### src/assert_macros.svh
// Assertion helpers shared by the RTL files.
// ASSERT_RST checks a property at each rising clock edge outside reset.
// ASSERT_ALWAYS checks a property at every rising clock edge, reset included.
`ifndef ASSERT_MACROS_SVH
`define ASSERT_MACROS_SVH
`ifndef ASSERT_OFF
`define ASSERT_RST(lbl, clk, rst_n, prop, msg) \
  lbl: assert property (@(posedge clk) disable iff (!rst_n) (prop)) \
    else $error(msg);
`define ASSERT_ALWAYS(lbl, clk, prop, msg) \
  lbl: assert property (@(posedge clk) (prop)) else $error(msg);
`else
`define ASSERT_RST(lbl, clk, rst_n, prop, msg)
`define ASSERT_ALWAYS(lbl, clk, prop, msg)
`endif
`endif

### src/p422_pkg.sv
`timescale 1ns / 1ps

package p422_pkg;

  // Widths fixed by the field definitions.
  localparam int unsigned PIX_W      = 8;
  localparam int unsigned CFG_DATA_W = 13;
  localparam int unsigned CFG_IDX_W  = 2;

  // One packed macropixel as it arrives.
  typedef struct packed {
    logic [PIX_W-1:0] luma_first;
    logic [PIX_W-1:0] chroma_blue;
    logic [PIX_W-1:0] luma_second;
    logic [PIX_W-1:0] chroma_red;
  } pix_t;

  // Classification of one macropixel, decided by the front end.
  typedef struct packed {
    logic even_row;
    logic drop_second;
    logic frame_end;
  } job_flags_t;

  localparam int unsigned JOB_FIXED_W = $bits(pix_t) + $bits(job_flags_t);

endpackage

### src/p422_jobq.sv
`timescale 1ns / 1ps
`include "assert_macros.svh"

module p422_jobq #(
  parameter int unsigned DEPTH = 2,
  parameter int unsigned WIDTH = 8
) (
  input  logic             clk_i,
  input  logic             rst_ni,
  input  logic             push_i,
  output logic             full_o,
  input  logic [WIDTH-1:0] data_i,
  input  logic             pop_i,
  output logic             valid_o,
  output logic [WIDTH-1:0] data_o
);

  localparam int unsigned PTR_W = (DEPTH > 1) ? $clog2(DEPTH) : 1;
  localparam int unsigned CNT_W = $clog2(DEPTH + 1);

  logic [WIDTH-1:0] mem_q [DEPTH];
  logic [PTR_W-1:0] wr_ptr_q, wr_ptr_d;
  logic [PTR_W-1:0] rd_ptr_q, rd_ptr_d;
  logic [CNT_W-1:0] count_q, count_d;
  logic             do_push;
  logic             do_pop;

  assign full_o  = (count_q == CNT_W'(DEPTH));
  assign valid_o = (count_q != '0);
  assign data_o  = mem_q[rd_ptr_q];
  assign do_push = push_i && !full_o;
  assign do_pop  = pop_i && valid_o;

  // Pointer and occupancy update.
  always_comb begin
    wr_ptr_d = wr_ptr_q;
    rd_ptr_d = rd_ptr_q;
    count_d  = count_q;
    if (do_push) begin
      wr_ptr_d = (wr_ptr_q == PTR_W'(DEPTH - 1)) ? '0 : wr_ptr_q + PTR_W'(1);
    end
    if (do_pop) begin
      rd_ptr_d = (rd_ptr_q == PTR_W'(DEPTH - 1)) ? '0 : rd_ptr_q + PTR_W'(1);
    end
    if (do_push && !do_pop) begin
      count_d = count_q + CNT_W'(1);
    end else if (do_pop && !do_push) begin
      count_d = count_q - CNT_W'(1);
    end
  end

  always_ff @(posedge clk_i or negedge rst_ni) begin
    if (!rst_ni) begin
      wr_ptr_q <= '0;
      rd_ptr_q <= '0;
      count_q  <= '0;
    end else begin
      wr_ptr_q <= wr_ptr_d;
      rd_ptr_q <= rd_ptr_d;
      count_q  <= count_d;
    end
  end

  // Storage is written on each push transfer.
  always_ff @(posedge clk_i) begin
    if (do_push) begin
      mem_q[wr_ptr_q] <= data_i;
    end
  end

  `ASSERT_RST(a_count_bound, clk_i, rst_ni, count_q <= CNT_W'(DEPTH), "job queue overfilled")
  `ASSERT_RST(a_push_not_full, clk_i, rst_ni, !(push_i && full_o), "push into a full job queue")

endmodule

### src/p422_front.sv
`timescale 1ns / 1ps
`include "assert_macros.svh"

module p422_front #(
  parameter int unsigned MAX_WIDTH  = 4096,
  parameter int unsigned MAX_HEIGHT = 4096,
  parameter int unsigned ADDR_BITS  = 25
) (
  input  logic                                clk_i,
  input  logic                                rst_ni,
  input  logic                                cfg_valid_i,
  output logic                                cfg_ready_o,
  input  logic [p422_pkg::CFG_IDX_W-1:0]      cfg_index_i,
  input  logic [p422_pkg::CFG_DATA_W-1:0]     cfg_data_i,
  input  logic                                push_i,
  output logic                                full_o,
  input  p422_pkg::pix_t                      pix_i,
  output logic                                job_push_o,
  input  logic                                job_full_i,
  output logic [ADDR_BITS-1:0]                job_y_addr_o,
  output logic [ADDR_BITS-1:0]                job_cb_addr_o,
  output logic [ADDR_BITS-1:0]                job_cr_addr_o,
  output p422_pkg::pix_t                      job_pix_o,
  output p422_pkg::job_flags_t                job_flags_o
);

  import p422_pkg::*;

  // Geometry width: holds a rounded stride of the widest picture.
  localparam int unsigned GEO_W  = 14;
  localparam int unsigned PROD_W = 2 * GEO_W;
  localparam int unsigned COL_W  = 12;
  localparam int unsigned ROW_W  = 13;

  localparam logic [CFG_IDX_W-1:0] REG_WIDTH  = CFG_IDX_W'(0);
  localparam logic [CFG_IDX_W-1:0] REG_HEIGHT = CFG_IDX_W'(1);

  // Settle count that holds full until the plane offsets are valid.
  localparam logic [1:0] SETTLE_CYCLES = 2'd3;

  logic [CFG_DATA_W-1:0] width_q;
  logic [CFG_DATA_W-1:0] height_q;
  logic [1:0]            settle_q;
  logic                  cfg_hit;

  logic [GEO_W-1:0]  eff_w, eff_h, pairs_d, ls_d, cs_d, h2_d;
  logic [GEO_W-1:0]  pairs_q, ls_q, cs_q, h_q;
  logic              w_odd_q;
  logic [PROD_W-1:0] prod_a_q, prod_b_q;
  logic [ADDR_BITS-1:0] cb_off_q, cr_off_q;

  logic [COL_W-1:0]     col_q;
  logic [ROW_W-1:0]     row_q;
  logic [ADDR_BITS-1:0] luma_base_q, blue_base_q, red_base_q;

  logic last_pair, ends_frame, even_row, restart;

  assign cfg_ready_o = 1'b1;
  assign cfg_hit     = cfg_valid_i && (cfg_index_i == REG_WIDTH || cfg_index_i == REG_HEIGHT);

  // Configuration registers and the settle counter that follows a write.
  always_ff @(posedge clk_i or negedge rst_ni) begin
    if (!rst_ni) begin
      width_q  <= CFG_DATA_W'(640);
      height_q <= CFG_DATA_W'(480);
      settle_q <= SETTLE_CYCLES;
    end else begin
      if (cfg_valid_i && cfg_index_i == REG_WIDTH) begin
        width_q <= cfg_data_i;
      end
      if (cfg_valid_i && cfg_index_i == REG_HEIGHT) begin
        height_q <= cfg_data_i;
      end
      if (cfg_hit) begin
        settle_q <= SETTLE_CYCLES;
      end else if (settle_q != '0) begin
        settle_q <= settle_q - 2'd1;
      end
    end
  end

  // Clamped picture size and the strides derived from it.
  always_comb begin
    if (width_q == '0) begin
      eff_w = GEO_W'(1);
    end else if (GEO_W'(width_q) > GEO_W'(MAX_WIDTH)) begin
      eff_w = GEO_W'(MAX_WIDTH);
    end else begin
      eff_w = GEO_W'(width_q);
    end
    if (height_q == '0) begin
      eff_h = GEO_W'(1);
    end else if (GEO_W'(height_q) > GEO_W'(MAX_HEIGHT)) begin
      eff_h = GEO_W'(MAX_HEIGHT);
    end else begin
      eff_h = GEO_W'(height_q);
    end
    pairs_d = (eff_w + GEO_W'(1)) >> 1;
    ls_d    = (eff_w + GEO_W'(3)) & ~GEO_W'(3);
    cs_d    = (pairs_d + GEO_W'(3)) & ~GEO_W'(3);
    h2_d    = (eff_h + GEO_W'(1)) & ~GEO_W'(1);
  end

  // Geometry pipeline: products first, then the plane offsets.
  always_ff @(posedge clk_i) begin
    pairs_q  <= pairs_d;
    ls_q     <= ls_d;
    cs_q     <= cs_d;
    h_q      <= eff_h;
    w_odd_q  <= eff_w[0];
    prod_a_q <= PROD_W'(ls_d) * PROD_W'(h2_d);
    prod_b_q <= PROD_W'(cs_d) * PROD_W'(h2_d >> 1);
    cb_off_q <= ADDR_BITS'(prod_a_q);
    cr_off_q <= ADDR_BITS'(prod_a_q) + ADDR_BITS'(prod_b_q);
  end

  // Classification of the incoming macropixel.
  assign even_row   = !row_q[0];
  assign last_pair  = (GEO_W'(col_q) + GEO_W'(1)) >= pairs_q;
  assign ends_frame = last_pair && ((GEO_W'(row_q) + GEO_W'(1)) >= h_q);

  assign full_o     = (settle_q != '0) || job_full_i;
  assign job_push_o = push_i && !full_o;
  assign restart    = (settle_q != '0) || (job_push_o && ends_frame);

  assign job_y_addr_o  = luma_base_q + ADDR_BITS'({col_q, 1'b0});
  assign job_cb_addr_o = blue_base_q + ADDR_BITS'(col_q);
  assign job_cr_addr_o = red_base_q + ADDR_BITS'(col_q);
  assign job_pix_o     = pix_i;

  always_comb begin
    job_flags_o             = '0;
    job_flags_o.even_row    = even_row;
    job_flags_o.drop_second = last_pair && w_odd_q;
    job_flags_o.frame_end   = ends_frame;
  end

  // Frame position: column, row and the three row base addresses.
  always_ff @(posedge clk_i or negedge rst_ni) begin
    if (!rst_ni) begin
      col_q       <= '0;
      row_q       <= '0;
      luma_base_q <= '0;
      blue_base_q <= '0;
      red_base_q  <= '0;
    end else if (restart) begin
      col_q       <= '0;
      row_q       <= '0;
      luma_base_q <= '0;
      blue_base_q <= cb_off_q;
      red_base_q  <= cr_off_q;
    end else if (job_push_o) begin
      if (last_pair) begin
        col_q       <= '0;
        row_q       <= row_q + ROW_W'(1);
        luma_base_q <= luma_base_q + ADDR_BITS'(ls_q);
        if (!even_row) begin
          blue_base_q <= blue_base_q + ADDR_BITS'(cs_q);
          red_base_q  <= red_base_q + ADDR_BITS'(cs_q);
        end
      end else begin
        col_q <= col_q + COL_W'(1);
      end
    end
  end

  `ASSERT_RST(a_frame_wrap, clk_i, rst_ni,
    job_push_o && ends_frame |=> (col_q == '0 && row_q == '0 && luma_base_q == '0),
    "position did not return to the frame origin")
  `ASSERT_RST(a_col_range, clk_i, rst_ni,
    (settle_q == '0) |-> (GEO_W'(col_q) < pairs_q), "column ran past the row end")

endmodule

### src/p422_back.sv
`timescale 1ns / 1ps
`include "assert_macros.svh"

module p422_back #(
  parameter int unsigned ADDR_BITS = 25
) (
  input  logic                           clk_i,
  input  logic                           rst_ni,
  input  logic                           job_valid_i,
  output logic                           job_pop_o,
  input  logic [ADDR_BITS-1:0]           job_y_addr_i,
  input  logic [ADDR_BITS-1:0]           job_cb_addr_i,
  input  logic [ADDR_BITS-1:0]           job_cr_addr_i,
  input  p422_pkg::pix_t                 job_pix_i,
  input  p422_pkg::job_flags_t           job_flags_i,
  output logic                           empty_o,
  input  logic                           pop_i,
  output logic [ADDR_BITS-1:0]           write_address_o,
  output logic [p422_pkg::PIX_W-1:0]     write_byte_o,
  output logic [1:0]                     plane_o,
  output logic                           last_write_o,
  output logic                           frame_end_o
);

  import p422_pkg::*;

  localparam logic [1:0] STEP_Y0 = 2'd0;
  localparam logic [1:0] STEP_CB = 2'd1;
  localparam logic [1:0] STEP_Y1 = 2'd2;
  localparam logic [1:0] STEP_CR = 2'd3;

  localparam logic [1:0] PLANE_Y    = 2'd0;
  localparam logic [1:0] PLANE_CB   = 2'd1;
  localparam logic [1:0] PLANE_CR   = 2'd2;
  localparam logic [1:0] PLANE_RSVD = 2'd3;

  logic [ADDR_BITS-1:0] cur_y_q, cur_cb_q, cur_cr_q;
  pix_t                 cur_pix_q;
  job_flags_t           cur_flags_q;
  logic                 cur_valid_q;
  logic [1:0]           step_q;

  logic [3:0]           step_en;
  logic [1:0]           next_step;
  logic                 has_next;
  logic                 emit_fire;
  logic                 take_job;

  logic [ADDR_BITS-1:0] emit_addr;
  logic [PIX_W-1:0]     emit_byte;
  logic [1:0]           emit_plane;

  logic                 out_valid_q;
  logic [ADDR_BITS-1:0] out_addr_q;
  logic [PIX_W-1:0]     out_byte_q;
  logic [1:0]           out_plane_q;
  logic                 out_last_q;
  logic                 out_end_q;

  // Writes that this macropixel needs, and the next one after the current.
  always_comb begin
    step_en          = '0;
    step_en[STEP_Y0] = 1'b1;
    step_en[STEP_CB] = cur_flags_q.even_row;
    step_en[STEP_Y1] = !cur_flags_q.drop_second;
    step_en[STEP_CR] = cur_flags_q.even_row;
    next_step        = step_q;
    has_next         = 1'b0;
    for (int i = 3; i >= 0; i--) begin
      if (2'(i) > step_q && step_en[i]) begin
        next_step = 2'(i);
        has_next  = 1'b1;
      end
    end
  end

  // Write selected by the current step.
  always_comb begin
    case (step_q)
      STEP_Y0: begin
        emit_addr  = cur_y_q;
        emit_byte  = cur_pix_q.luma_first;
        emit_plane = PLANE_Y;
      end
      STEP_CB: begin
        emit_addr  = cur_cb_q;
        emit_byte  = cur_pix_q.chroma_blue;
        emit_plane = PLANE_CB;
      end
      STEP_Y1: begin
        emit_addr  = {cur_y_q[ADDR_BITS-1:1], 1'b1};
        emit_byte  = cur_pix_q.luma_second;
        emit_plane = PLANE_Y;
      end
      STEP_CR: begin
        emit_addr  = cur_cr_q;
        emit_byte  = cur_pix_q.chroma_red;
        emit_plane = PLANE_CR;
      end
      default: begin
        emit_addr  = cur_y_q;
        emit_byte  = cur_pix_q.luma_first;
        emit_plane = PLANE_Y;
      end
    endcase
  end

  // A write moves to the output register when it is free or being taken.
  assign emit_fire = cur_valid_q && (!out_valid_q || pop_i);
  assign take_job  = !cur_valid_q || (emit_fire && !has_next);
  assign job_pop_o = take_job && job_valid_i;

  // Current job and step sequencer.
  always_ff @(posedge clk_i or negedge rst_ni) begin
    if (!rst_ni) begin
      cur_valid_q <= 1'b0;
      step_q      <= STEP_Y0;
    end else if (take_job) begin
      cur_valid_q <= job_valid_i;
      step_q      <= STEP_Y0;
    end else if (emit_fire) begin
      step_q <= next_step;
    end
  end

  always_ff @(posedge clk_i) begin
    if (job_pop_o) begin
      cur_y_q     <= job_y_addr_i;
      cur_cb_q    <= job_cb_addr_i;
      cur_cr_q    <= job_cr_addr_i;
      cur_pix_q   <= job_pix_i;
      cur_flags_q <= job_flags_i;
    end
  end

  // Output register holding the oldest undelivered write.
  always_ff @(posedge clk_i or negedge rst_ni) begin
    if (!rst_ni) begin
      out_valid_q <= 1'b0;
    end else if (emit_fire) begin
      out_valid_q <= 1'b1;
    end else if (pop_i) begin
      out_valid_q <= 1'b0;
    end
  end

  always_ff @(posedge clk_i) begin
    if (emit_fire) begin
      out_addr_q  <= emit_addr;
      out_byte_q  <= emit_byte;
      out_plane_q <= emit_plane;
      out_last_q  <= !has_next;
      out_end_q   <= cur_flags_q.frame_end;
    end
  end

  assign empty_o         = !out_valid_q;
  assign write_address_o = out_addr_q;
  assign write_byte_o    = out_byte_q;
  assign plane_o         = out_plane_q;
  assign last_write_o    = out_last_q;
  assign frame_end_o     = out_end_q;

  `ASSERT_RST(a_plane_code, clk_i, rst_ni,
    out_valid_q |-> (out_plane_q != PLANE_RSVD), "reserved plane code on a result")
  `ASSERT_RST(a_odd_row_luma, clk_i, rst_ni,
    emit_fire && !cur_flags_q.even_row |-> (step_q == STEP_Y0 || step_q == STEP_Y1),
    "chroma write issued for an odd row")

endmodule

### src/packed_422_to_planar_420.sv
`timescale 1ns / 1ps
// Channel    | Direction | Handshake                 | Payload
// -----------+-----------+---------------------------+--------------------------------------
// input      | in        | push / full               | luma_first, chroma_blue, luma_second,
//            |           |                           | chroma_red
// result     | out       | empty / pop               | write_address, write_byte, plane,
//            |           |                           | last_write, frame_end
// config     | in        | cfg_valid_i / cfg_ready_o | cfg_index_i, cfg_data_i
//
// Results leave at one byte write per cycle through the single output register while pop
// is held, and a macropixel gives four writes on an even row (three when its second luma
// byte is dropped) and two on an odd row (one when it is dropped). Inputs are taken every
// cycle while the two-entry job queue has room. After reset and after each geometry
// register write, full stays high while the plane offset multipliers settle. The result
// side may stall at will; the input side then fills the job queue and raises full.

module packed_422_to_planar_420 #(
  parameter int unsigned MAX_WIDTH  = 4096,
  parameter int unsigned MAX_HEIGHT = 4096,
  parameter int unsigned ADDR_BITS  = 25
) (
  input  logic                            clk_i,
  input  logic                            rst_ni,
  input  logic                            cfg_valid_i,
  output logic                            cfg_ready_o,
  input  logic [p422_pkg::CFG_IDX_W-1:0]  cfg_index_i,
  input  logic [p422_pkg::CFG_DATA_W-1:0] cfg_data_i,
  input  logic                            push,
  output logic                            full,
  input  logic [p422_pkg::PIX_W-1:0]      luma_first_i,
  input  logic [p422_pkg::PIX_W-1:0]      chroma_blue_i,
  input  logic [p422_pkg::PIX_W-1:0]      luma_second_i,
  input  logic [p422_pkg::PIX_W-1:0]      chroma_red_i,
  output logic                            empty,
  input  logic                            pop,
  output logic [ADDR_BITS-1:0]            write_address_o,
  output logic [p422_pkg::PIX_W-1:0]      write_byte_o,
  output logic [1:0]                      plane_o,
  output logic                            last_write_o,
  output logic                            frame_end_o
);

  import p422_pkg::*;

  localparam int unsigned JOB_W     = 3 * ADDR_BITS + JOB_FIXED_W;
  localparam int unsigned JOB_DEPTH = 2;

  pix_t                 pix;
  logic                 job_push, job_full, job_valid, job_pop;
  logic [ADDR_BITS-1:0] f_y_addr, f_cb_addr, f_cr_addr;
  logic [ADDR_BITS-1:0] b_y_addr, b_cb_addr, b_cr_addr;
  pix_t                 f_pix, b_pix;
  job_flags_t           f_flags, b_flags;
  logic [JOB_W-1:0]     q_in, q_out;

  // Gather the input fields into one macropixel.
  always_comb begin
    pix             = '0;
    pix.luma_first  = luma_first_i;
    pix.chroma_blue = chroma_blue_i;
    pix.luma_second = luma_second_i;
    pix.chroma_red  = chroma_red_i;
  end

  p422_front #(
    .MAX_WIDTH (MAX_WIDTH),
    .MAX_HEIGHT(MAX_HEIGHT),
    .ADDR_BITS (ADDR_BITS)
  ) u_front (
    .clk_i        (clk_i),
    .rst_ni       (rst_ni),
    .cfg_valid_i  (cfg_valid_i),
    .cfg_ready_o  (cfg_ready_o),
    .cfg_index_i  (cfg_index_i),
    .cfg_data_i   (cfg_data_i),
    .push_i       (push),
    .full_o       (full),
    .pix_i        (pix),
    .job_push_o   (job_push),
    .job_full_i   (job_full),
    .job_y_addr_o (f_y_addr),
    .job_cb_addr_o(f_cb_addr),
    .job_cr_addr_o(f_cr_addr),
    .job_pix_o    (f_pix),
    .job_flags_o  (f_flags)
  );

  // Job queue between the classifier and the write sequencer.
  assign q_in = {f_y_addr, f_cb_addr, f_cr_addr, f_pix, f_flags};
  assign {b_y_addr, b_cb_addr, b_cr_addr, b_pix, b_flags} = q_out;

  p422_jobq #(
    .DEPTH(JOB_DEPTH),
    .WIDTH(JOB_W)
  ) u_jobq (
    .clk_i  (clk_i),
    .rst_ni (rst_ni),
    .push_i (job_push),
    .full_o (job_full),
    .data_i (q_in),
    .pop_i  (job_pop),
    .valid_o(job_valid),
    .data_o (q_out)
  );

  p422_back #(
    .ADDR_BITS(ADDR_BITS)
  ) u_back (
    .clk_i          (clk_i),
    .rst_ni         (rst_ni),
    .job_valid_i    (job_valid),
    .job_pop_o      (job_pop),
    .job_y_addr_i   (b_y_addr),
    .job_cb_addr_i  (b_cb_addr),
    .job_cr_addr_i  (b_cr_addr),
    .job_pix_i      (b_pix),
    .job_flags_i    (b_flags),
    .empty_o        (empty),
    .pop_i          (pop),
    .write_address_o(write_address_o),
    .write_byte_o   (write_byte_o),
    .plane_o        (plane_o),
    .last_write_o   (last_write_o),
    .frame_end_o    (frame_end_o)
  );

endmodule

### config.mk
export PLATFORM = sky130hd
export DESIGN_NAME = packed_422_to_planar_420
export DESIGN_NICKNAME = d
export VERILOG_FILES = /design/src/p422_pkg.sv /design/src/p422_jobq.sv /design/src/p422_front.sv /design/src/p422_back.sv /design/src/packed_422_to_planar_420.sv
export VERILOG_INCLUDE_DIRS = /design/src /design/src/src
export SDC_FILE = /design/constraint.sdc
export NUM_CORES = 1
export LEC_CHECK = 0
export ABC_AREA = 0
export BUFFER_PORTS_ARGS = -buffer_cell sky130_fd_sc_hd__buf_4
export CORE_MARGIN = 1
export CORE_UTILIZATION = 33
export DETAILED_ROUTE_END_ITERATION = 8
export GPL_TIMING_DRIVEN = 0
export PLACE_DENSITY = 0.48
export RECOVER_POWER = 100
export SETUP_SLACK_MARGIN = 0.1
export SYNTH_ARGS = -nofsm -noshare
export SYNTH_HDL_FRONTEND = slang
export SYNTH_SLANG_ARGS = --single-unit
export TNS_END_PERCENT = 5
### constraint.sdc
create_clock -name clk_i -period 8.85 [get_ports clk_i]
set_input_delay 1.3275 -clock clk_i [delete_from_list [all_inputs] [get_ports clk_i]]
set_output_delay 1.3275 -clock clk_i [all_outputs]
set_load 0.01 [all_outputs]
## Word-level counts from Yosys, hierarchy flattened

Memories as Yosys holds them, arrays and structs flattened. A register that Yosys moved wholly into a read port is not among the register bits.
Index checks and enable logic that the tools add are counted.

- Add/subtract/negate cells: 20
- Eq/ne operators: 5
- Order comparisons: 8
- Multiplexer cells: 44
- Multipliers: 2
- Reduce and logical (&&, ||, !) cells: 49

Operators with widths:

| operator | count |
|---|---|
| 25-bit 2-to-1 mux | 11 |
| 25-bit one-hot mux with 4 select lines | 1 |
| 13-bit 2-to-1 mux | 6 |
| 25-bit by 14-bit adder with 25-bit output | 3 |
| 25-bit by 12-bit adder with 25-bit output | 2 |
| 12-bit 2-to-1 mux | 3 |
| 8-bit one-hot mux with 4 select lines | 1 |
| 13-bit by 1-bit adder with 14-bit output (second input constant) | 2 |
| 13-bit by 2-bit adder with 14-bit output (second input constant) | 2 |
| 13-bit greater-than comparator (second input constant) | 2 |
| 13-bit logical NOT | 2 |
| 25-bit by 13-bit adder with 25-bit output | 1 |
| 25-bit adder | 1 |
| 12-bit by 13-bit multiplier with 23-bit output | 1 |
| 12-bit by 13-bit multiplier with 22-bit output | 1 |
| 2-bit 2-to-1 mux | 10 |
| 2-bit nonzero test | 9 |
| 1-bit logical AND | 17 |
| 14-bit by 1-bit adder with 14-bit output (second input constant) | 1 |
| 14-bit by 13-bit greater-or-equal comparator with 1-bit output | 1 |
| 14-bit greater-or-equal comparator | 1 |
| 14-bit 2-to-1 mux | 1 |
| 12-bit by 1-bit adder with 13-bit output (second input constant) | 1 |
| 13-bit by 1-bit adder with 13-bit output (second input constant) | 1 |
| 17 further kinds | 47 |

- RAM bits: 220
- Word-level logic and storage cells: 157
- Flip-flop bits (word level): 317
- Output and inout port bits: 40
- Memories kept: 1
- Bits of input ports: 52

Memory list:

| memory | depth | width | read ports | clocked after memory_dff | wr ports | line | source |
|---|---|---|---|---|---|---|---|
| u_jobq.mem_q | 2 | 110 | 1 | 1 | 1 | p422_jobq.sv:21 | `logic [WIDTH-1:0] mem_q [DEPTH];` |

## Depth between registers and ports, before layout

- Word-level depth: 14
- Gate-level depth with buffers: 34
- Gate-level depth less buffers: 33

## By module

A second synthesis with hierarchy kept.

- Cell total of the unflattened synthesis: 3241
- Area, all modules: 37384.6 sq um

Modules (own cells, without submodules):

| module | cells each | times used | area each (sq um) | sequential area each (sq um) |
|---|---|---|---|---|
| p422_front | 2612 | 1 | 23821.6 | 5885.6 |
| p422_jobq | 361 | 1 | 8165.3 | 6706.4 |
| p422_back | 268 | 1 | 5397.7 | 4514.3 |

## Least setup slack after synthesis

Ideal clock, no wire load.

- Kind: reg2reg
- From: register u_front.width_q[6]
- To: register u_front.prod_b_q[24]
- Required time: 8.736 ns
- Slack: 1.098 ns
- Setup time: 0.114 ns
- Data arrival time: 7.637 ns
- Buffers on the path: 1
- Cell stages (with the launch flop): 32
- Clock period less this slack: 7.752 ns
- Path through: dfrtp_1 -> buf_2 -> nor4_1 -> a31oi_1 -> or2_2 -> inv_1 -> ha_1 -> inv_1 -> nor3_1 -> xnor2_1 -> nand4_4 -> nor4b_4 -> nand3_2 -> xor2_2 -> nor2_1 -> fa_1 -> inv_1 -> fa_1 -> inv_1 -> fa_1 -> fa_1 -> inv_1 -> fa_1 -> inv_1 -> ha_1 -> a21oi_1 -> nor2_1 -> a21oi_1 -> a311oi_1 -> o41ai_1 -> mux2i_1 -> a2111oi_0

- Cells in the longest elaborated chain, start to end: 6
- Elaborated cells between the ends (all ways): 7
- Classes of those cells: add/sub: 2; mul: 1; order compare: 1; mux: 2; reduce/logical: 1

RTL lines:

| item | line | source |
|---|---|---|
| start: declaration | p422_front.sv:41 | `logic [CFG_DATA_W-1:0] width_q;` |
| start signal: assignment | p422_front.sv:69 | `width_q <= cfg_data_i;` |
| 13-bit greater-than comparator | p422_front.sv:86 | `end else if (GEO_W'(width_q) > GEO_W'(MAX_WIDTH)) begin` |
| 13-bit 2-to-1 mux | p422_front.sv:86 |  |
| 13-bit 2-to-1 mux * | p422_front.sv:84 | `if (width_q == '0) begin` |
| named net u_front.eff_w[0] | p422_front.sv:46 | `logic [GEO_W-1:0] eff_w, eff_h, pairs_d, ls_d, cs_d, h2_d;` |
| 13-bit by 1-bit adder with 14-bit output * | p422_front.sv:98 | `pairs_d = (eff_w + GEO_W'(1)) >> 1;` |
| named net u_front.pairs_d[5] | p422_front.sv:46 |  |
| 13-bit by 2-bit adder with 14-bit output * | p422_front.sv:100 | `cs_d = (pairs_d + GEO_W'(3)) & ~GEO_W'(3);` |
| 12-bit by 13-bit multiplier with 23-bit output * | p422_front.sv:112 | `prod_b_q <= PROD_W'(cs_d) * PROD_W'(h2_d >> 1);` |
| end signal: assignment | p422_front.sv:112 |  |
| end: declaration | p422_front.sv:49 | `logic [PROD_W-1:0] prod_a_q, prod_b_q;` |

The timed path passes the listed nets; every way through them passes the cells marked *.
A chain may end at the register's enable or synchronous reset.

## Worst setup path in the final report

Same ends and word-level chain as after synthesis.

==> impl_metrics.tcl <==
set metrics [dict create \
    maxSlewViolCount 285 \
    arrival_ns 8.91 \
    synth_edf_count 355 \
    clockBufferDepth 3 \
    clkSinkCount 626 \
    swShare_pct 42.4 \
    fin_ws_ns 0.453 \
    leakagePower_nw 17.1 \
    netlist_area_mm2 0.0364 \
    rrSetupSlack_ns 0.45 \
    clk_pin_slew_ns 0.06 \
    gp_congestion 0.848 \
    maxSlewHeadroom_pct -250 \
    min_path_cells 0 \
    min-delay-start "u_front.prod_b_q[2]" \
    yosys-top-cells-area "edfxtp_1 (29%), fa_1 (12%), dfrtp_1 (8.4%)" \
    wl_per_cell_um 18.3 \
    start_util_pct 33.4 \
    rows 121 \
    synth_top_cell_area_share_pct 29.3 \
    crit_type "reg -> reg" \
    firstDrtPassIters 5 \
    rsz0062_at_grt "false" \
    netSwitchingPower_mw 6.62 \
    io_buffers 90 \
    combPwrFrac_pct 51.2 \
    ys_seq_area_share_pct 46.0 \
    cts_tree "done" \
    slowest_delay_ns 0.60 \
    yosysWarnings 0 \
    ys_ff_latch 626 \
    final_cell_count_no_fill 4932 \
    yosysUniqueCellTypes 84 \
    synthCells 3226 \
    synth_area_leader_cell "edfxtp_1" \
    post-route-util_pct 38.1 \
    numCtsBuffers 72 \
    skew_ns 0.0277 \
    antenna-diode-count 0 \
    cp-end-kind "flop" \
    avgSynthCellArea_um2 11.3 \
    grt_start_max_net_pins 92 \
    violations "max-capacitance violations, max-slew violations" \
    antenna_found_initial 1 \
    worstPathMaxFanout 8 \
    drt_wl_total_um 90100 \
    cell_internal_pwr_mw 9.00 \
    grt-ovfl-total 0 \
    vias 23380 \
    cpMostUsedCell "fa_1" \
    period_needed_ns 8.40 \
    synth_most_common_cell "edfxtp_1" \
    setup_violations 0 \
    grt_pass1_wl_um 141000 \
    cts_max_level 3 \
    max-vdd-ir-drop_v 0.000396 \
    core_area_mm2 0.109 \
    hold_viol_final 0 \
    worstMarginPinSlew_ns 5.26 \
    io_pins 92 \
    hp-class "reg -> reg" \
    cts_hold_buf 0 \
    fin_crit_sh_pct 94.9 \
    synth_commonest_cells "edfxtp_1 (355), inv_1 (335), nand2_1 (324)" \
    remaining_drc_errors 0 \
    final_area_mm2 0.0415 \
    die_x_um 334 \
    fp.dieArea_mm2 0.112 \
    r2r_cells 31 \
    fmax_ghz 0.119 \
    insertion_delay_ns 0.63 \
    dp_slack_ns -0.361 \
    root_buffer "clkbuf_16" \
    outcome "finished with violations" \
    fp.dieH_um 334 \
    postPlaceCellArea_mm2 0.0393 \
    first_iter_violations 1256 \
    cp-start-kind "flop" \
    grt_usage_pct 16.4 \
    cp_data_required_time_ns 9.36 \
    p_seq_share_pct 29.8 \
    slowest_stage "fa_1" \
    dp_hpwl_um 69000 \
    async_flop_share_pct 20.8 \
    fin_nets 3959 \
    r2r_start "u_front.width_q[6]" \
    grt_pass1_vias 24032 \
    clkPwrFrac_pct 19.0 \
    areaGrowthSynthToFinish_pct 14.1 \
    drive_gt1_share_pct 10.2 \
    fill_cells 10768 \
    cap_violations 5 \
    p_per_area_mw_per_mm2 377 \
    antenna_left 0 \
    fin_hold_ws_ns 0.340 \
    via_per_inst 4.74 \
    r2r-end "u_front.prod_b_q[24]" \
    hold_end "u_front.cr_off_q[2]" \
    ys.flop_type "edfxtp_1" \
    dpl.cell_count 4795 \
]
how the worst max path moves through the flow:
stage / from / end / slack (ns)
detailed placement: u_front.width_q[10] / u_front.prod_b_q[24] / -0.36
finish: u_front.width_q[6] / u_front.prod_b_q[24] / 0.45
floorplan: u_front.width_q[6] / u_front.prod_b_q[24] / 1.10
CTS: u_front.width_q[10] / u_front.prod_b_q[24] / 0.05
global route: u_front.width_q[6] / u_front.prod_b_q[24] / 0.03
global placement: push / u_jobq.mem_q[0][55] / -1.55
cells in the final DEF, fill, tap and decap left out, types with 77 or more instances in the layout:
master and n:
ha_1 224, fa_1 221, xor2_1 90, xnor2_1 137
o21ai_0 109, clkbuf_1 163, nand2_1 324, dfxtp_1 141
nor2_1 246, inv_1 334, edfxtp_1 355, dfrtp_1 122
clkbuf_16 77, mux2_2 116, a21oi_1 125
through the flow:
step                      TNS (ns)  power (mW)
after floorplan                  0        10.2
after global placement     -162.09        12.8
after detailed placement    -0.501        12.8
after CTS                        0        15.9
after global routing             0        17.0
final                            0        15.6
state kept, by name, summed over array words and instances, names as in the netlist, 22 cells and up:
register	flops
u_front.red_base_q	23
u_front.prod_a_q	22
u_back.cur_cb_q	24
u_back.write_address_o	25
u_front.prod_b_q	23
u_back.cur_pix_q	32
u_front.cr_off_q	23
u_front.luma_base_q	23
u_front.cb_off_q	22
u_back.cur_y_q	24
u_front.blue_base_q	23
u_jobq.mem_q	212
u_back.cur_cr_q	23
power groups by stage:
stage	registers, mW	logic, mW	clock network [mW]
finish	4.65	8.00	2.97
CTS	4.62	8.22	3.06
floorplan	4.56	5.65	0
detailed placement	4.67	8.12	0
global placement	4.73	8.07	0
global route	4.74	9.07	3.17
cell type report:
| type | instances | area [µm²] | share of cell area [%] |
|---|---|---|---|
| clock inverter | 34 | 397 | 0.956 |
| sequential | 626 | 16700 | 40.4 |
| multi-input combinational | 2204 | 18200 | 43.9 |
| inverter | 342 | 1290 | 3.11 |
| timing repair buffer | 108 | 604 | 1.46 |
| clock buffer | 96 | 2010 | 4.84 |
| buffer | 108 | 444 | 1.07 |
| tap | 1414 | 1770 | 4.26 |
what timing repair did:
action | CTS | global route
setup buffers | 5 | 3
endpoints found under the setup margin | 6 | 13
resized for setup | 11 | 29
pin swaps | 1 | 6
kinds of logic (layout without fill, tap and decap cells):
logic type | count (synthesis) | in the layout | share of synthesized area, %
AND/OR/NAND/NOR | 894 | 894 | 11.2
flip-flops | 626 | 626 | 46.0
buffers and inverters | 451 | 688 | 4.75
adder cells (fa/ha/maj) | 445 | 445 | 19.9
AO/OA/AOI/OAI | 401 | 401 | 6.95
XOR/XNOR | 234 | 234 | 5.70
multiplexers | 173 | 173 | 5.49
other | 2 | 57 | 0.0207
critical path, delay by kind of cell, from the launching register on:
kind | cells | cell delay [ns]
DFF | 1 | 0.35
AOI/OAI and AO/OA | 6 | 1.39
buffers and inverters | 8 | 1.00
xor gates and xnor gates | 2 | 0.57
and+or+nand+nor | 7 | 1.69
adders and majority gates | 7 | 3.13
muxes | 1 | 0.14
routing by layer:
| layer | vias to the layer above | share of wire [%] | global-route usage (%) |
|---|---|---|---|
| met5 | - | 0 | 0 |
| met4 | 0 | 2.6 | 4.69 |
| met3 | 105 | 3.7 | 2.30 |
| met2 | 396 | 47 | 27.5 |
| met1 | 11516 | 46 | 22.1 |
| li1 | 11363 | - | - |
Note: power is estimated with default switching activity, not from simulation.
